`config.mk`:
```
export PLATFORM = sky130hd
export DESIGN_NAME = omlf_cell
export DESIGN_NICKNAME = d
export VERILOG_FILES = /design/src/hdl/omlf_pkg.sv /design/src/hdl/omlf_cell.sv
export SDC_FILE = /design/constraint.sdc
export NUM_CORES = 1
export LEC_CHECK = 0
export BUFFER_PORTS_ARGS = -buffer_cell sky130_fd_sc_hd__buf_2
export CELL_PAD_IN_SITES_DETAIL_PLACEMENT = 0
export CELL_PAD_IN_SITES_GLOBAL_PLACEMENT = 1
export CORE_AREA = 3 3 216 218
export DETAILED_ROUTE_END_ITERATION = 10
export DIE_AREA = 0 0 219 221
export PLACE_DENSITY = 0.7
export SETUP_SLACK_MARGIN = 0.3
export SLEW_MARGIN = 15
export SYNTH_ARGS = -nofsm -noshare
export SYNTH_HDL_FRONTEND = slang
export SYNTH_SLANG_ARGS = --single-unit
export TNS_END_PERCENT = 1
```
`constraint.sdc`:
```
create_clock -name clock -period 6.38 [get_ports clock]
set_input_delay 0.319 -clock clock [delete_from_list [all_inputs] [get_ports clock]]
set_output_delay 0.319 -clock clock [all_outputs]
set_load 0.005 [all_outputs]
```
`src/hdl/omlf_pkg.sv`:
```
`timescale 1ns / 1ps

package omlf_pkg;

   // Table and port geometry.
   localparam int TABLE_ENTRIES = 256;
   localparam int PORT_COUNT    = 16;
   localparam int IDX_W         = $clog2(TABLE_ENTRIES);

   localparam logic [39:0] AGE_LIMIT_RESET = 40'd300000000000;
   localparam logic [47:0] BCAST_MAC       = 48'hFFFF_FFFF_FFFF;

   // Result actions.
   localparam logic [2:0] ACT_DROP     = 3'd0;
   localparam logic [2:0] ACT_PASS     = 3'd1;
   localparam logic [2:0] ACT_REDIRECT = 3'd2;
   localparam logic [2:0] ACT_ENCAP    = 3'd3;
   localparam logic [2:0] ACT_DECAP    = 3'd4;
   localparam logic [2:0] ACT_ABORT    = 3'd5;

   // Commands and descriptor codes.
   localparam logic       CMD_FRAME   = 1'b0;
   localparam logic       CMD_AGE     = 1'b1;
   localparam logic [1:0] TYPE_ARP    = 2'd0;
   localparam logic [1:0] TYPE_IPV4   = 2'd1;
   localparam logic [1:0] TYPE_OTHER  = 2'd2;
   localparam logic [1:0] ARP_REQUEST = 2'd0;
   localparam logic [1:0] ARP_REPLY   = 2'd1;
   localparam logic [1:0] ARP_OTHER   = 2'd2;

   // Configuration register indexes.
   localparam logic [1:0] CSR_INTERNAL_MASK = 2'd0;
   localparam logic [1:0] CSR_KNOWN_MASK    = 2'd1;
   localparam logic [1:0] CSR_AGE_LIMIT     = 2'd2;

   typedef struct packed {
      logic        command;
      logic [3:0]  ingress_port;
      logic [47:0] src_mac;
      logic [47:0] dst_mac;
      logic [31:0] border_src_ip;
      logic        headers_ok;
      logic [1:0]  inner_type;
      logic        inner_ok;
      logic [1:0]  arp_op;
      logic        arp_ips_equal;
      logic [63:0] now_ns;
      logic [7:0]  entry_index;
   } req_type;

   typedef struct packed {
      logic [2:0]  action;
      logic [3:0]  out_port;
      logic [31:0] tunnel_dst_ip;
      logic        learn_failed;
      logic        aged_out;
   } rsp_type;

   // Search token that walks down the row of cells.
   typedef struct packed {
      logic             active;
      logic             src_hit;
      logic             free_found;
      logic [IDX_W-1:0] free_idx;
      logic             dst_hit;
      logic [3:0]       dst_port;
      logic [31:0]      dst_ip;
      logic             age_valid;
      logic [63:0]      age_seen;
   } token_type;

   // Keys of the item in flight, broadcast to all cells.
   typedef struct packed {
      logic             learn_en;
      logic [47:0]      src_mac;
      logic [47:0]      dst_mac;
      logic [63:0]      now_ns;
      logic [IDX_W-1:0] age_sel;
   } job_type;

   // Entry write or removal, broadcast to all cells.
   typedef struct packed {
      logic             wr_en;
      logic             clr_en;
      logic [IDX_W-1:0] idx;
      logic [47:0]      mac;
      logic [3:0]       port;
      logic [31:0]      ip;
      logic [63:0]      seen;
   } wr_type;

   function automatic logic port_bit(logic [15:0] mask, logic [3:0] port);
      return (32'(port) < PORT_COUNT) && mask[port];
   endfunction

endpackage

```
`src/hdl/omlf_cell.sv`:
```
`timescale 1ns / 1ps

module omlf_cell (
   input  logic                          clock,
   input  logic                          reset,
   input  logic [omlf_pkg::IDX_W-1:0]    cell_idx,
   input  omlf_pkg::job_type             job,
   input  omlf_pkg::wr_type              wr,
   input  omlf_pkg::token_type           tok_i,
   output omlf_pkg::token_type           tok_o
);
   import omlf_pkg::*;

   logic        valid_ff, valid_in;
   logic [47:0] mac_ff, mac_in;
   logic [3:0]  port_ff, port_in;
   logic [31:0] ip_ff, ip_in;
   logic [63:0] seen_ff, seen_in;
   token_type   tok_ff, tok_in;
   logic        src_m, dst_m, here;

   assign src_m = valid_ff && (mac_ff == job.src_mac);
   assign dst_m = valid_ff && (mac_ff == job.dst_mac);
   assign here  = (wr.idx == cell_idx);

   // Token update as it passes this entry.
   always_comb begin
      tok_in = tok_i;
      if (tok_i.active) begin
         tok_in.src_hit = tok_i.src_hit | src_m;
         if (!valid_ff && !tok_i.free_found) begin
            tok_in.free_found = 1'b1;
            tok_in.free_idx   = cell_idx;
         end
         if (dst_m && !tok_i.dst_hit) begin
            tok_in.dst_hit  = 1'b1;
            tok_in.dst_port = port_ff;
            tok_in.dst_ip   = ip_ff;
         end
         if (job.age_sel == cell_idx) begin
            tok_in.age_valid = valid_ff;
            tok_in.age_seen  = seen_ff;
         end
      end
   end

   // Entry update: new entry, removal, or time refresh of the first source hit.
   always_comb begin
      valid_in = valid_ff;
      mac_in   = mac_ff;
      port_in  = port_ff;
      ip_in    = ip_ff;
      seen_in  = seen_ff;
      if (wr.wr_en && here) begin
         valid_in = 1'b1;
         mac_in   = wr.mac;
         port_in  = wr.port;
         ip_in    = wr.ip;
         seen_in  = wr.seen;
      end else if (wr.clr_en && here) begin
         valid_in = 1'b0;
      end else if (tok_i.active && job.learn_en && src_m && !tok_i.src_hit) begin
         seen_in = job.now_ns;
      end
   end

   always_ff @(posedge clock) begin
      mac_ff  <= mac_in;
      port_ff <= port_in;
      ip_ff   <= ip_in;
      seen_ff <= seen_in;
      if (reset) begin
         valid_ff <= 1'b0;
         tok_ff   <= '0;
      end else begin
         valid_ff <= valid_in;
         tok_ff   <= tok_in;
      end
   end

   assign tok_o = tok_ff;

endmodule

```
==> flow_metrics.tcl <==
set metrics [dict create \
    postSynthAreaPerCell_um2 12.0 \
    finalMaxSlewViolations 0 \
    post_cts_buffers 0 \
    worst_ir_drop_vdd_mv 0.159 \
    wire_per_inst_um 18.5 \
    drtIter0Drc 469 \
    grtUsageMet2_pct 29.8 \
    tightestPinTransition_ns 0.968 \
    root_buffer "clkbuf_16" \
    die_h_um 221 \
    hold_path_class "primary input to flop" \
    areaGrowthSynthToFinish_pct 58.2 \
    cpPeakStageDelay_ns 0.74 \
    drc 0 \
    final-instance-count-excl-fill 2250 \
    grt_util_met1_pct 19.1 \
    top_usage_layer "met2" \
    ys_types 36 \
    ios 563 \
    synth_cells 885 \
    cap_viol_max_count 0 \
    status "completed" \
    crit_buf_inv 1 \
    start_kind "flop" \
    grt_usage_pct 16.5 \
    rows 78 \
    tritoncts "done" \
    grt_pass1_vias 10200 \
    grt_max_degree 70 \
    cp_top_family "simple AND/OR/NAND/NOR gates" \
    power.density_nw_per_um2 232 \
    coreArea_um2 45100 \
    hold_buffers 178 \
    power_leakage_uw 0.00709 \
    num_vias 9709 \
    floorplan.initialDensity_pct 23.5 \
    holdWs_ns 0.0361 \
    slew_headroom_pct 35.2 \
    crit_type "flop to flop" \
    cp_cell_sequence "xor2_1 -> nor4_1 -> nand4_1 -> nor3_1 -> nand4_1 -> o21ai_4 -> buf_4" \
    hold_depth 3 \
    drive_gt1_share_pct 41.7 \
    crit_cells 7 \
    ant_nets 0 \
    rsz0062_at_grt "false" \
    global_route.usage.met3_pct 3.68 \
    cp_common_cell "nand4_1" \
    place_ws_ns 3.09 \
    hold_viol 0 \
    cts.sinks 262 \
    grt_pass1_wl_um 60900 \
    clk_pin_slew_ns 0.06 \
    critPathCaptureType "flop" \
    cts_made_buffers 30 \
    yosysWarnings 0 \
    max_freq_mhz 295 \
    ys_ff_latch 262 \
    routabilityCongestion 0.886 \
    antenna_found_initial 9 \
    die_w_um 219 \
    fin_crit_ns 3.38 \
    cts-resized-gates 0 \
    die_area_um2 48400 \
    ys_seq_area_share_pct 63.4 \
    critPathRequiredTime_ns 6.57 \
    finalCritPeriodShare_pct 53.1 \
    cp.arrival_ns 3.57 \
    dpl.hpwl_um 31400 \
    dp_cells 2007 \
    grt_overflow 0 \
    rr_worst_depth 7 \
    setup_tns_ns 0 \
    routed_via_density 4.32 \
    fin_skew_ns 0.0148 \
    fin_nets 2068 \
    synth_nets 1335 \
    layout_setup_ws_ns 3.00 \
    setup_viol 0 \
    crit_fanout 64 \
    cts_buffer_depth 3 \
    drtPass1Iterations 5 \
    syn-cell-area_um2 10600 \
    wl_um 41700 \
    htree_levels 1 \
    portBuffers 562 \
    cp_slowest_cell "nor4_1" \
    worstSkewPairLatency_ns 0.57 \
]
-- layer usage --
layer / part of all wire, % / up-vias
met4: 3.1 / 2
met3: 6.6 / 85
li1: - / 4640
met5: 0.031 / -
met2: 51 / 375
met1: 39 / 4607
-- power by group --
part	internal, µW	total [µW]	switching (µW)	leakage, µW
logic	255	433	178	0.00436
registers	1830	1840	12.2	0.00228
clock network	930	1620	688	0.000450
total	3010	3890	878	0.00709
-- layout by cell type, fill, tap and decap left out, types with 9 or more instances in the layout --
cell type / instances
xor2_1: 31
clkbuf_16: 32
mux2_2: 64
edfxtp_1: 148
buf_2: 561
o21ai_0: 37
clkbuf_1: 9
nand2_1: 132
a21oi_1: 105
dlygate4sd3_1: 179
xnor2_1: 66
nor4_1: 9
nor2_1: 14
nand4_1: 54
buf_4: 12
dfxtp_1: 114
-- sequential cells by signal, indices dropped and copies added, names as in the netlist --
signal / count
ip_ff: 32
mac_ff: 48
port_ff: 4
seen_ff: 64
tok_o: 113
valid_ff: 1
-- kinds of logic (layout without fill, tap and decap cells) --
group           count (synthesis)  after routing  share of synthesized area [%]
mux                            72             72                           7.55
compound gates                153            153                           7.62
xor+xnor                       97             97                           8.01
other cells                     0              8                              0
simple gates                  240            240                           10.9
flops                         262            262                           63.4
buf+inv                        61            818                           2.55
-- cells in the mapped netlist --
| master | n | area share, % |
|---|---|---|
| edfxtp_1 | 148 | 42 |
| nand2_1 | 133 | 4.7 |
| dfxtp_1 | 114 | 22 |
| a21oi_1 | 105 | 5.0 |
| xnor2_1 | 66 | 5.4 |
| mux2_2 | 64 | 6.8 |
| nand4_1 | 54 | 3.2 |
| o21ai_0 | 38 | 1.8 |
| clkbuf_1 | 33 | 1.2 |
| xor2_1 | 31 | 2.6 |
| nor2_1 | 14 | 0.50 |
| inv_1 | 9 | 0.32 |
| nor4_1 | 9 | 0.53 |
| mux2i_1 | 8 | 0.75 |
| nand2b_1 | 8 | 0.47 |
| nor2b_1 | 8 | 0.47 |
| buf_1 | 6 | 0.21 |
| buf_2 | 6 | 0.28 |
| nand3_1 | 4 | 0.19 |
| a2111o_1 | 3 | 0.32 |
| buf_4 | 3 | 0.21 |
| buf_6 | 3 | 0.32 |
| nor3_1 | 3 | 0.14 |
| o2111ai_1 | 3 | 0.25 |
| a21o_1 | 1 | 0.071 |
| a221o_1 | 1 | 0.094 |
| and2b_1 | 1 | 0.071 |
| and3_1 | 1 | 0.059 |
| and4_1 | 1 | 0.083 |
| inv_2 | 1 | 0.035 |
| nand4b_1 | 1 | 0.083 |
| nor3b_1 | 1 | 0.071 |
| nor4_2 | 1 | 0.12 |
| nor4b_4 | 1 | 0.22 |
| o221ai_1 | 1 | 0.083 |
| o22ai_1 | 1 | 0.059 |
-- stage by stage --
step | area [µm²] | utilization (%) | total power (µW)
floorplan | 10600 | - | 1980
global placement | 14100 | 31.2 | 2210
detailed placement | 14100 | 31.2 | 2220
CTS | 16800 | 37.2 | 3940
global route | 16800 | 37.2 | 4050
finish | 16800 | 37.2 | 3890
-- worst min-delay path, stage by stage --
cell,delay (ns)
buf_2,0.09
o21ai_0,0.06
a21oi_1,0.07
-- area by class of cell --
| cell class | instances | area [µm²] |
|---|---|---|
| well taps | 600 | 751 |
| repair buffers | 752 | 4690 |
| flip-flops and latches | 262 | 6730 |
| clock buffers | 43 | 862 |
| fillers | 4558 | 28300 |
| multi-input cells | 562 | 3640 |
| inverters | 10 | 38.8 |
| diodes | 8 | 20.0 |
| clock inverters | 13 | 58.8 |
-- final timing paths --
check	from	endpoint	slack (ns)
setup / recovery	mac_ff[46]	seen_ff[61]	3.00
hold / removal	tok_i[68]	tok_o[68]	0.04
setup reg to reg	mac_ff[46]	seen_ff[61]	3.00
hold reg to reg	seen_ff[51]	tok_o[51]	0.51
Note: power is estimated with default switching activity, not from simulation.
